`config.mk`:
```
export PLATFORM = sky130hd
export DESIGN_NAME = priority_task_scheduler
export DESIGN_NICKNAME = d
export VERILOG_FILES = /design/src/sv/pts_pkg.sv /design/src/sv/priority_task_scheduler.sv /design/src/sv/pts_slot_mem.sv /design/src/sv/pts_divider.sv
export VERILOG_INCLUDE_DIRS = /design/src /design/src/sv
export SDC_FILE = /design/constraint.sdc
export NUM_CORES = 2
export LEC_CHECK = 0
export BUFFER_PORTS_ARGS = -buffer_cell sky130_fd_sc_hd__buf_2
export CELL_PAD_IN_SITES_DETAIL_PLACEMENT = 0
export CELL_PAD_IN_SITES_GLOBAL_PLACEMENT = 2
export CORE_AREA = 2 2 445 447
export CTS_CLUSTER_DIAMETER = 150
export DETAILED_ROUTE_END_ITERATION = 6
export DIE_AREA = 0 0 447 449
export PLACE_DENSITY = 0.8
export SLEW_MARGIN = 10
export SYNTH_ARGS = -nofsm -noshare
export SYNTH_HDL_FRONTEND = slang
export SYNTH_HIERARCHICAL = 1
export SYNTH_SLANG_ARGS = --single-unit
```
`constraint.sdc`:
```
create_clock -name clk -period 23.2 [get_ports clk]
set_input_delay 1.16 -clock clk [delete_from_list [all_inputs] [get_ports clk]]
set_output_delay 1.16 -clock clk [all_outputs]
set_load 0.005 [all_outputs]
```
`src/sv/priority_task_scheduler_macros.svh`:
```
// Assertion macros used by the scheduler RTL.
`ifndef PRIORITY_TASK_SCHEDULER_MACROS_SVH
`define PRIORITY_TASK_SCHEDULER_MACROS_SVH
`ifndef SYNTHESIS
`define PTS_ASSERT(label, clk, rst_n, prop, msg) \
    label: assert property (@(posedge clk) disable iff (!rst_n) (prop)) else $error(msg);
`define PTS_ASSERT_IMPL(label, clk, rst_n, ante, cons, msg) \
    label: assert property (@(posedge clk) disable iff (!rst_n) (ante) |-> (cons)) \
        else $error(msg);
`define PTS_ASSERT_NEXT(label, clk, rst_n, ante, cons, msg) \
    label: assert property (@(posedge clk) disable iff (!rst_n) (ante) |=> (cons)) \
        else $error(msg);
`else
`define PTS_ASSERT(label, clk, rst_n, prop, msg)
`define PTS_ASSERT_IMPL(label, clk, rst_n, ante, cons, msg)
`define PTS_ASSERT_NEXT(label, clk, rst_n, ante, cons, msg)
`endif
`endif

```
`src/sv/pts_pkg.sv`:
```
// Types and constants shared by the priority task scheduler.
`timescale 1ns / 1ps
package pts_pkg;

    localparam int ID_W       = 8;
    localparam int PRIO_W     = 8;
    localparam int BURST_W    = 16;
    localparam int CLK_W      = 32;
    localparam int SUM_W      = 38;
    localparam int AVG_W      = 39;
    localparam int DIVIDEND_W = 45;
    localparam int DIV_CNT_W  = 6;

    typedef enum logic {
        ACT_ADD   = 1'b0,
        ACT_SCHED = 1'b1
    } action_t;

    typedef enum logic [1:0] {
        SEL_TURN,
        SEL_WAIT,
        SEL_RESP
    } avg_sel_t;

    typedef enum logic [3:0] {
        ST_IDLE,
        ST_SCAN,
        ST_DRAIN,
        ST_DISPATCH,
        ST_ACCUM,
        ST_DIV_PREP,
        ST_DIV_START,
        ST_DIV_WAIT,
        ST_EMIT,
        ST_EMPTY
    } state_t;

    typedef struct packed {
        logic [ID_W-1:0]    id;
        logic [PRIO_W-1:0]  prio;
        logic [BURST_W-1:0] burst;
    } entry_t;

    typedef struct packed {
        logic                  start;
        logic [DIVIDEND_W-1:0] dividend;
    } div_req_t;

    typedef struct packed {
        logic             done;
        logic [AVG_W-1:0] quot;
    } div_rsp_t;

endpackage

```
`src/sv/priority_task_scheduler.sv`:
```
// An add beat is accepted while the sequencer is idle. In a schedule run over n tasks, every
// dispatch scans all n slots of the run through the one table read port, and the run then
// computes the three averages, which share one divider that retires a quotient bit per cycle.
// An empty run loads its result once the output register is free.
// Reset clears the slot valid bits, fill count, clock, sequencer and output valid; the
// task table contents are not cleared.
`timescale 1ns / 1ps
`include "priority_task_scheduler_macros.svh"
module priority_task_scheduler #(
    parameter int MAX_TASKS = 32
) (
    input  logic                            clk,
    input  logic                            rst_n,
    input  logic                            in_valid,
    output logic                            in_ready,
    input  logic                            action,
    input  logic [pts_pkg::ID_W-1:0]        task_id,
    input  logic [pts_pkg::PRIO_W-1:0]      priority_req,
    input  logic [pts_pkg::BURST_W-1:0]     burst,
    output logic                            out_valid,
    input  logic                            out_ready,
    output logic [pts_pkg::ID_W-1:0]        out_task_id,
    output logic [pts_pkg::PRIO_W-1:0]      out_priority,
    output logic [pts_pkg::BURST_W-1:0]     out_burst,
    output logic [pts_pkg::CLK_W-1:0]       started_at,
    output logic [pts_pkg::CLK_W-1:0]       finished_at,
    output logic [pts_pkg::AVG_W-1:0]       avg_turnaround,
    output logic [pts_pkg::AVG_W-1:0]       avg_wait,
    output logic [pts_pkg::AVG_W-1:0]       avg_response,
    output logic                            last,
    output logic                            empty_res
);

    localparam int AW = (MAX_TASKS > 1) ? $clog2(MAX_TASKS) : 1;
    localparam int CW = $clog2(MAX_TASKS + 1);
    localparam int CLK_W = pts_pkg::CLK_W;
    localparam int SUM_W = pts_pkg::SUM_W;
    localparam int AVG_W = pts_pkg::AVG_W;
    localparam int DW    = pts_pkg::DIVIDEND_W;

    pts_pkg::state_t   state_reg, state_next;
    logic [CW-1:0]     fill_reg;
    logic [CW-1:0]     n_reg;
    logic [CW-1:0]     rem_reg;
    logic [MAX_TASKS-1:0] slot_valid_reg;
    logic [CLK_W-1:0]  clock_reg;
    logic [AW-1:0]     scan_idx_reg;
    logic              cmp_vld_reg;
    logic [AW-1:0]     cmp_idx_reg;
    logic              best_found_reg;
    pts_pkg::entry_t   best_reg;
    logic [AW-1:0]     best_idx_reg;
    logic              last_task_reg;
    logic [CLK_W-1:0]  res_start_reg, res_stop_reg, res_wait_reg;
    logic [SUM_W-1:0]  sum_exit_reg, sum_start_reg, sum_wait_reg;
    pts_pkg::avg_sel_t div_sel_reg;
    logic [DW-1:0]     dividend_reg;
    logic [AVG_W-1:0]  avg_turn_reg, avg_wait_reg, avg_resp_reg;
    logic              out_valid_reg;
    pts_pkg::entry_t   out_entry_reg;
    logic [CLK_W-1:0]  out_start_reg, out_stop_reg;
    logic [AVG_W-1:0]  out_turn_reg, out_wait_reg, out_resp_reg;
    logic              out_last_reg, out_empty_reg;

    // Sequencer strobes.
    logic in_acc, add_do, run_start, scan_init, issue, dispatch, accum;
    logic div_prep, div_capture, out_free, out_load_task, out_load_empty, run_done;

    pts_pkg::entry_t   wr_entry, rd_entry;
    pts_pkg::div_req_t div_req;
    pts_pkg::div_rsp_t div_rsp;
    logic              scan_end;
    logic              take;
    logic [CLK_W:0]    stop_sum;
    logic              stop_sat;
    logic [SUM_W-1:0]  avg_op;

    assign wr_entry = '{id: task_id, prio: priority_req, burst: burst};

    pts_slot_mem #(
        .DEPTH (MAX_TASKS),
        .AW    (AW)
    ) u_slot_mem (
        .clk     (clk),
        .wr_en   (add_do),
        .wr_addr (fill_reg[AW-1:0]),
        .wr_data (wr_entry),
        .rd_addr (scan_idx_reg),
        .rd_data (rd_entry)
    );

    pts_divider #(
        .DIV_W (CW)
    ) u_divider (
        .clk     (clk),
        .rst_n   (rst_n),
        .req     (div_req),
        .divisor (n_reg),
        .rsp     (div_rsp)
    );

    assign out_free = !out_valid_reg || out_ready;
    assign scan_end = CW'(scan_idx_reg) == (n_reg - CW'(1));
    assign take     = cmp_vld_reg && slot_valid_reg[cmp_idx_reg] &&
                      (!best_found_reg || (rd_entry.prio > best_reg.prio));
    assign stop_sum = {1'b0, clock_reg} + (CLK_W + 1)'(best_reg.burst);
    assign stop_sat = stop_sum[CLK_W];

    // Next state.
    always_comb
    begin
        state_next = state_reg;
        case (state_reg)
            pts_pkg::ST_IDLE:
            begin
                if (in_valid && (action == pts_pkg::ACT_SCHED))
                begin
                    state_next = (fill_reg == '0) ? pts_pkg::ST_EMPTY : pts_pkg::ST_SCAN;
                end
            end
            pts_pkg::ST_SCAN:
            begin
                if (scan_end)
                begin
                    state_next = pts_pkg::ST_DRAIN;
                end
            end
            pts_pkg::ST_DRAIN:     state_next = pts_pkg::ST_DISPATCH;
            pts_pkg::ST_DISPATCH:  state_next = pts_pkg::ST_ACCUM;
            pts_pkg::ST_ACCUM:
            begin
                state_next = last_task_reg ? pts_pkg::ST_DIV_PREP : pts_pkg::ST_EMIT;
            end
            pts_pkg::ST_DIV_PREP:  state_next = pts_pkg::ST_DIV_START;
            pts_pkg::ST_DIV_START: state_next = pts_pkg::ST_DIV_WAIT;
            pts_pkg::ST_DIV_WAIT:
            begin
                if (div_rsp.done)
                begin
                    state_next = (div_sel_reg == pts_pkg::SEL_RESP) ?
                                 pts_pkg::ST_EMIT : pts_pkg::ST_DIV_PREP;
                end
            end
            pts_pkg::ST_EMIT:
            begin
                if (out_free)
                begin
                    state_next = last_task_reg ? pts_pkg::ST_IDLE : pts_pkg::ST_SCAN;
                end
            end
            pts_pkg::ST_EMPTY:
            begin
                if (out_free)
                begin
                    state_next = pts_pkg::ST_IDLE;
                end
            end
            default:               state_next = pts_pkg::ST_IDLE;
        endcase
    end

    // Sequencer outputs.
    always_comb
    begin
        in_ready         = 1'b0;
        issue            = 1'b0;
        dispatch         = 1'b0;
        accum            = 1'b0;
        div_prep         = 1'b0;
        div_req.start    = 1'b0;
        div_req.dividend = dividend_reg;
        div_capture      = 1'b0;
        out_load_task    = 1'b0;
        out_load_empty   = 1'b0;
        run_done         = 1'b0;
        scan_init        = 1'b0;
        case (state_reg)
            pts_pkg::ST_IDLE:      in_ready = 1'b1;
            pts_pkg::ST_SCAN:      issue = 1'b1;
            pts_pkg::ST_DISPATCH:  dispatch = 1'b1;
            pts_pkg::ST_ACCUM:     accum = 1'b1;
            pts_pkg::ST_DIV_PREP:  div_prep = 1'b1;
            pts_pkg::ST_DIV_START: div_req.start = 1'b1;
            pts_pkg::ST_DIV_WAIT:  div_capture = div_rsp.done;
            pts_pkg::ST_EMIT:
            begin
                out_load_task = out_free;
                run_done      = out_free && last_task_reg;
                scan_init     = out_free && !last_task_reg;
            end
            pts_pkg::ST_EMPTY:
            begin
                out_load_empty = out_free;
                run_done       = out_free;
            end
            default:               in_ready = 1'b0;
        endcase
        in_acc    = in_valid && in_ready;
        add_do    = in_acc && (action == pts_pkg::ACT_ADD) && (fill_reg < CW'(MAX_TASKS));
        run_start = in_acc && (action == pts_pkg::ACT_SCHED);
        if (run_start && (fill_reg != '0))
        begin
            scan_init = 1'b1;
        end
    end

    // Control state.
    always_ff @(posedge clk or negedge rst_n)
    begin
        if (!rst_n)
        begin
            state_reg      <= pts_pkg::ST_IDLE;
            fill_reg       <= '0;
            slot_valid_reg <= '0;
            clock_reg      <= '0;
            cmp_vld_reg    <= 1'b0;
            best_found_reg <= 1'b0;
            out_valid_reg  <= 1'b0;
        end
        else
        begin
            state_reg   <= state_next;
            cmp_vld_reg <= issue;
            if (add_do)
            begin
                slot_valid_reg[fill_reg[AW-1:0]] <= 1'b1;
                fill_reg <= fill_reg + CW'(1);
            end
            if (run_done)
            begin
                fill_reg <= '0;
            end
            if (scan_init)
            begin
                best_found_reg <= 1'b0;
            end
            else if (take)
            begin
                best_found_reg <= 1'b1;
            end
            if (dispatch)
            begin
                slot_valid_reg[best_idx_reg] <= 1'b0;
                clock_reg <= stop_sat ? '1 : stop_sum[CLK_W-1:0];
            end
            if (out_load_task || out_load_empty)
            begin
                out_valid_reg <= 1'b1;
            end
            else if (out_ready)
            begin
                out_valid_reg <= 1'b0;
            end
        end
    end

    always_comb
    begin
        case (div_sel_reg)
            pts_pkg::SEL_TURN: avg_op = sum_exit_reg;
            pts_pkg::SEL_WAIT: avg_op = sum_wait_reg;
            pts_pkg::SEL_RESP: avg_op = sum_start_reg;
            default:           avg_op = sum_exit_reg;
        endcase
    end

    // Datapath.
    always_ff @(posedge clk)
    begin
        if (run_start)
        begin
            n_reg         <= fill_reg;
            rem_reg       <= fill_reg;
            sum_exit_reg  <= '0;
            sum_start_reg <= '0;
            sum_wait_reg  <= '0;
            div_sel_reg   <= pts_pkg::SEL_TURN;
        end
        if (scan_init)
        begin
            scan_idx_reg <= '0;
        end
        else if (issue)
        begin
            scan_idx_reg <= scan_idx_reg + AW'(1);
        end
        cmp_idx_reg <= scan_idx_reg;
        if (take)
        begin
            best_reg     <= rd_entry;
            best_idx_reg <= cmp_idx_reg;
        end
        if (dispatch)
        begin
            res_start_reg <= clock_reg;
            res_stop_reg  <= stop_sat ? '1 : stop_sum[CLK_W-1:0];
            // Exit minus burst is the start time unless the exit saturated.
            res_wait_reg  <= stop_sat ?
                             {{(CLK_W - pts_pkg::BURST_W){1'b1}}, ~best_reg.burst} : clock_reg;
            rem_reg       <= rem_reg - CW'(1);
            last_task_reg <= rem_reg == CW'(1);
        end
        if (accum)
        begin
            sum_exit_reg  <= sum_exit_reg + SUM_W'(res_stop_reg);
            sum_start_reg <= sum_start_reg + SUM_W'(res_start_reg);
            sum_wait_reg  <= sum_wait_reg + SUM_W'(res_wait_reg);
        end
        if (div_prep)
        begin
            // Times one hundred as 64 + 32 + 4, with half the count for rounding.
            dividend_reg <= (DW'(avg_op) << 6) + (DW'(avg_op) << 5) + (DW'(avg_op) << 2) +
                            DW'(n_reg >> 1);
        end
        if (div_capture)
        begin
            case (div_sel_reg)
                pts_pkg::SEL_TURN:
                begin
                    avg_turn_reg <= div_rsp.quot;
                    div_sel_reg  <= pts_pkg::SEL_WAIT;
                end
                pts_pkg::SEL_WAIT:
                begin
                    avg_wait_reg <= div_rsp.quot;
                    div_sel_reg  <= pts_pkg::SEL_RESP;
                end
                default:
                begin
                    avg_resp_reg <= div_rsp.quot;
                end
            endcase
        end
        if (out_load_task)
        begin
            out_entry_reg <= best_reg;
            out_start_reg <= res_start_reg;
            out_stop_reg  <= res_stop_reg;
            out_turn_reg  <= last_task_reg ? avg_turn_reg : '0;
            out_wait_reg  <= last_task_reg ? avg_wait_reg : '0;
            out_resp_reg  <= last_task_reg ? avg_resp_reg : '0;
            out_last_reg  <= last_task_reg;
            out_empty_reg <= 1'b0;
        end
        else if (out_load_empty)
        begin
            out_entry_reg <= '0;
            out_start_reg <= '0;
            out_stop_reg  <= '0;
            out_turn_reg  <= '0;
            out_wait_reg  <= '0;
            out_resp_reg  <= '0;
            out_last_reg  <= 1'b1;
            out_empty_reg <= 1'b1;
        end
    end

    assign out_valid      = out_valid_reg;
    assign out_task_id    = out_entry_reg.id;
    assign out_priority   = out_entry_reg.prio;
    assign out_burst      = out_entry_reg.burst;
    assign started_at     = out_start_reg;
    assign finished_at    = out_stop_reg;
    assign avg_turnaround = out_turn_reg;
    assign avg_wait       = out_wait_reg;
    assign avg_response   = out_resp_reg;
    assign last           = out_last_reg;
    assign empty_res      = out_empty_reg;

    `PTS_ASSERT(a_fill_bound, clk, rst_n, fill_reg <= CW'(MAX_TASKS), "fill count beyond depth")
    `PTS_ASSERT(a_valid_count, clk, rst_n, $countones(slot_valid_reg) <= fill_reg, "valid bits exceed fill count")
    `PTS_ASSERT_IMPL(a_div_done, clk, rst_n, div_rsp.done, state_reg == pts_pkg::ST_DIV_WAIT, "divider finished outside its wait")
    `PTS_ASSERT_NEXT(a_run_clears, clk, rst_n, out_load_task && last_task_reg, slot_valid_reg == '0, "table not empty after run")

endmodule

```
`src/sv/pts_slot_mem.sv`:
```
// Task table: one write port and one registered read port.
`timescale 1ns / 1ps
module pts_slot_mem #(
    parameter int DEPTH = 32,
    parameter int AW    = 5
) (
    input  logic            clk,
    input  logic            wr_en,
    input  logic [AW-1:0]   wr_addr,
    input  pts_pkg::entry_t wr_data,
    input  logic [AW-1:0]   rd_addr,
    output pts_pkg::entry_t rd_data
);

    pts_pkg::entry_t mem [DEPTH];

    always_ff @(posedge clk)
    begin
        if (wr_en)
        begin
            mem[wr_addr] <= wr_data;
        end
        rd_data <= mem[rd_addr];
    end

endmodule

```
`src/sv/pts_divider.sv`:
```
// Restoring divider that retires one quotient bit per cycle.
`timescale 1ns / 1ps
module pts_divider #(
    parameter int DIV_W = 6
) (
    input  logic              clk,
    input  logic              rst_n,
    input  pts_pkg::div_req_t req,
    input  logic [DIV_W-1:0]  divisor,
    output pts_pkg::div_rsp_t rsp
);

    localparam int DW = pts_pkg::DIVIDEND_W;

    logic                          busy_reg;
    logic                          done_reg;
    logic [pts_pkg::DIV_CNT_W-1:0] cnt_reg;
    logic [DW-1:0]                 qd_reg;
    logic [DIV_W-1:0]              rem_reg;
    logic [DIV_W:0]                shift_val;
    logic [DIV_W:0]                diff_val;
    logic                          ge;

    // The dividend shifts out at the top while quotient bits enter at the bottom.
    assign shift_val = {rem_reg, qd_reg[DW-1]};
    assign ge        = shift_val >= {1'b0, divisor};
    assign diff_val  = shift_val - {1'b0, divisor};

    always_ff @(posedge clk or negedge rst_n)
    begin
        if (!rst_n)
        begin
            busy_reg <= 1'b0;
            done_reg <= 1'b0;
            cnt_reg  <= '0;
        end
        else
        begin
            done_reg <= 1'b0;
            if (req.start)
            begin
                busy_reg <= 1'b1;
                cnt_reg  <= '0;
            end
            else if (busy_reg)
            begin
                cnt_reg <= cnt_reg + pts_pkg::DIV_CNT_W'(1);
                if (cnt_reg == pts_pkg::DIV_CNT_W'(DW - 1))
                begin
                    busy_reg <= 1'b0;
                    done_reg <= 1'b1;
                end
            end
        end
    end

    always_ff @(posedge clk)
    begin
        if (req.start)
        begin
            qd_reg  <= req.dividend;
            rem_reg <= '0;
        end
        else if (busy_reg)
        begin
            qd_reg  <= {qd_reg[DW-2:0], ge};
            rem_reg <= ge ? diff_val[DIV_W-1:0] : shift_val[DIV_W-1:0];
        end
    end

    assign rsp.done = done_reg;
    assign rsp.quot = qd_reg[pts_pkg::AVG_W-1:0];

endmodule
```
==> metrics.txt <==
#FFs+latches synth 1,841; Detail Route Antenna Nets 0; max incr delay on CP 0.77 ns; period utilization 22.8%; initial DRC count 3,776; drt first pass iters 6; wire length of the first global-routing pass 290,000 um; clk_skew 0.0600 ns; Vias/cell 5.38; Synth warnings 6; Post-synth top cells edfxtp_1, mux2i_1, a21oi_1; Tot Pwr 6.87 mW; DRC 0; vias in the first global route 45,500; xor/xnor cell area share of the yosys netlist 1.99%; antenna violations before repair 8; ys flop type edfxtp_1; CP delay by family, top compound AO/OA/AOI/OAI gates; post-CTS setup buffer count 0; DR WL/cell 22.8 um; Die Wd 447 um; Clock Path Buffers 3; critical path arrival 5.86 ns; Async SR Flop Fraction 4.62%; number of I/O pins 254; Synth area leaders edfxtp_1, mux2i_1, ha_1; chip height 449 um; maximum fanout along the worst path 41; crit path time final 5.29 ns; CTS Hold Bufs 0; Setup CP Type reg2reg; Synth area leader edfxtp_1; Net Sw Power 1.42 mW; syn nets 5,802; Max-cap violations 0; row count 163; layout cells sized above 1 13.0%; register area 0.0544 mm^2; die area 0.201 mm^2; Syn Area/Cell 14.5 um^2; via count 46,000; post-synthesis compound-gate area fraction 8.42%; CP cell instances inv_1 -> ha_2 -> a22oi_1 -> a21oi_1 -> ha_1 -> ha_1 -> fa_1 -> a21oi_1 -> o22ai_1 -> o41a_1 -> a32o_1 -> nor3_4 -> o21ai_1 -> a311oi_1 -> xnor2_1; Synth Area in Simple Gates 7.74%; area of the multi-input gates 0.0240 mm^2; Buf/Inv on CP 1; CP Data Required Time 23.77 ns; Setup crit end kind flip-flop; final net count 6,000; Mapped Area 0.0801 mm^2; Post-CTS Resized 0; Post-synth EDFFs 1,705; All-Layer GR Usage 19.1%; status finished clean; Clock Latency Late Sink 0.84 ns; H-tree levels 4; Slew Limit Fails 0; largest net degree at the start of global routing 171; Initial Util 40.8%; Worst path slowest cell ha_2; Comb power frac 2.5%; GR Overflow Total 0; clock power share 44.7%; Detailed Route WL 195,000 um; final setup violation count 0; CTS Buf Count 191; Largest register FFs 1,024; Adder-Cell Fraction of Synth Area 3.70%; worst hold slack 0.391 ns; fmax 0.189 GHz; Leak 35.8 nW; PortBufs 253; unrepaired setup endpoints after global routing no; P_int 5.45 mW; Setup TNS 0 ns; share of the synthesized area in the top cell type 63.9%; Sink Count 1,841; Post-DP HPWL 122,000 um; TritonCTS clock tree done; register area share after synthesis 67.9%; core footprint 0.196 mm^2; mux contribution to synthesized area 7.63%; Synth Instances 5,539; most instantiated library cell after synthesis edfxtp_1; Final Hold Fails 0; CTS clk-pin slew, worst paths 0.06 ns; Area growth syn-to-layout 12.7%; power density cells 76.1 mW/mm^2; sw frac 20.7%; peak supply drop 0.0682 mV; startpoint types flip-flop; number of distinct library cells after synthesis 105; worst-margin pin slew 1.14 ns; main combinational cell family by area after synthesis compound AO/OA/AOI/OAI gates; routability cong. 0.840; sequential share of power 52.8%; root buf cell clkbuf_16; Fillers 17,300; Slew HR 23.6%; worst hold path class reg2reg
routing by layer:
layer  global-route usage, %  vias up  routed length, um
met4                    5.69        2               5340
met1                    25.1    23100              82900
li1                        -    21500                  -
met2                    32.8     1076              98000
met3                    2.61      272               8670
met5                       0        -                 13
worst paths after layout:
path,startpoint,end,slack [ns],cells past startpoint
worst max-delay path,div_sel_reg[0],dividend_reg[41],17.91,15
worst min-delay path,u_slot_mem/rd_data[8],best_reg[8],0.39,0
worst max register to register,div_sel_reg[0],dividend_reg[41],17.91,15
worst min register to register,u_slot_mem/rd_data[8],best_reg[8],0.39,0
max in group asynchronous,rst_n,u_divider/cnt_reg[4],21.65,2
min in group asynchronous,rst_n,clock_reg[16],0.40,1
kinds of logic (layout without fill, tap and decap cells):
kind of cell,Yosys count,in the layout
other,0,7
xor gates and xnor gates,182,182
DFF,1841,1841
and+or+nand+nor,1232,1232
buffers and inverters,434,790
adders and majority gates,226,226
AOI/OAI and AO/OA,1033,1033
muxes,591,591
power groups by stage:
stage	Clock, mW	Combinational (mW)	Sequential, mW
floorplan	0	0.104	3.70
global placement	0	0.170	3.70
detailed placement	0	0.174	3.70
CTS	3.13	0.174	3.63
global route	3.26	0.193	3.63
finish	3.07	0.171	3.63
area by class of cell:
cell class                 count  area share (%)
antenna                        7          0.0194
clock buffer                 266            5.90
clock inverter                85            1.12
inverter                     115           0.481
multi-input combinational   3264            26.5
sequential                  1841            60.2
tap                         2640            3.66
timing repair buffer         324            2.07
cells in the final DEF, fill, tap and decap left out, types with 85 or more instances in the layout:
cell	n
clkbuf_16	196
o21ai_0	113
and3_1	151
a21oi_1	345
buf_2	252
dfrtp_1	85
and2_1	105
mux2i_1	525
nand2_1	286
nand3_1	136
edfxtp_1	1705
ha_1	205
a22oi_1	135
nor2_1	233
xnor2_1	94
inv_1	112
xor2_1	88
worst register-to-register path: cells and delay by family, from the launching register on:
kind | cells | cell delay [ns]
compound gates | 8 | 2.50
fa+ha+maj | 4 | 1.77
flops | 1 | 0.33
simple gates | 1 | 0.24
xor+xnor | 1 | 0.10
buf+inv | 1 | 0.09
per-stage QoR:
step / area, um^2 / setup slack, ns / utilization [%] / instances
after global placement: 83900 / 17.96 / 42.8 / 8184
after global routing: 90200 / 17.61 / 46.0 / 8536
final: 90300 / 17.91 / 46.0 / 8542
after CTS: 90200 / 17.85 / 46.0 / 8535
after detailed placement: 83900 / 17.90 / 42.8 / 8184
after floorplan: 80100 / 12.14 / - / 5539
Note: power is estimated with default switching activity, not from simulation.
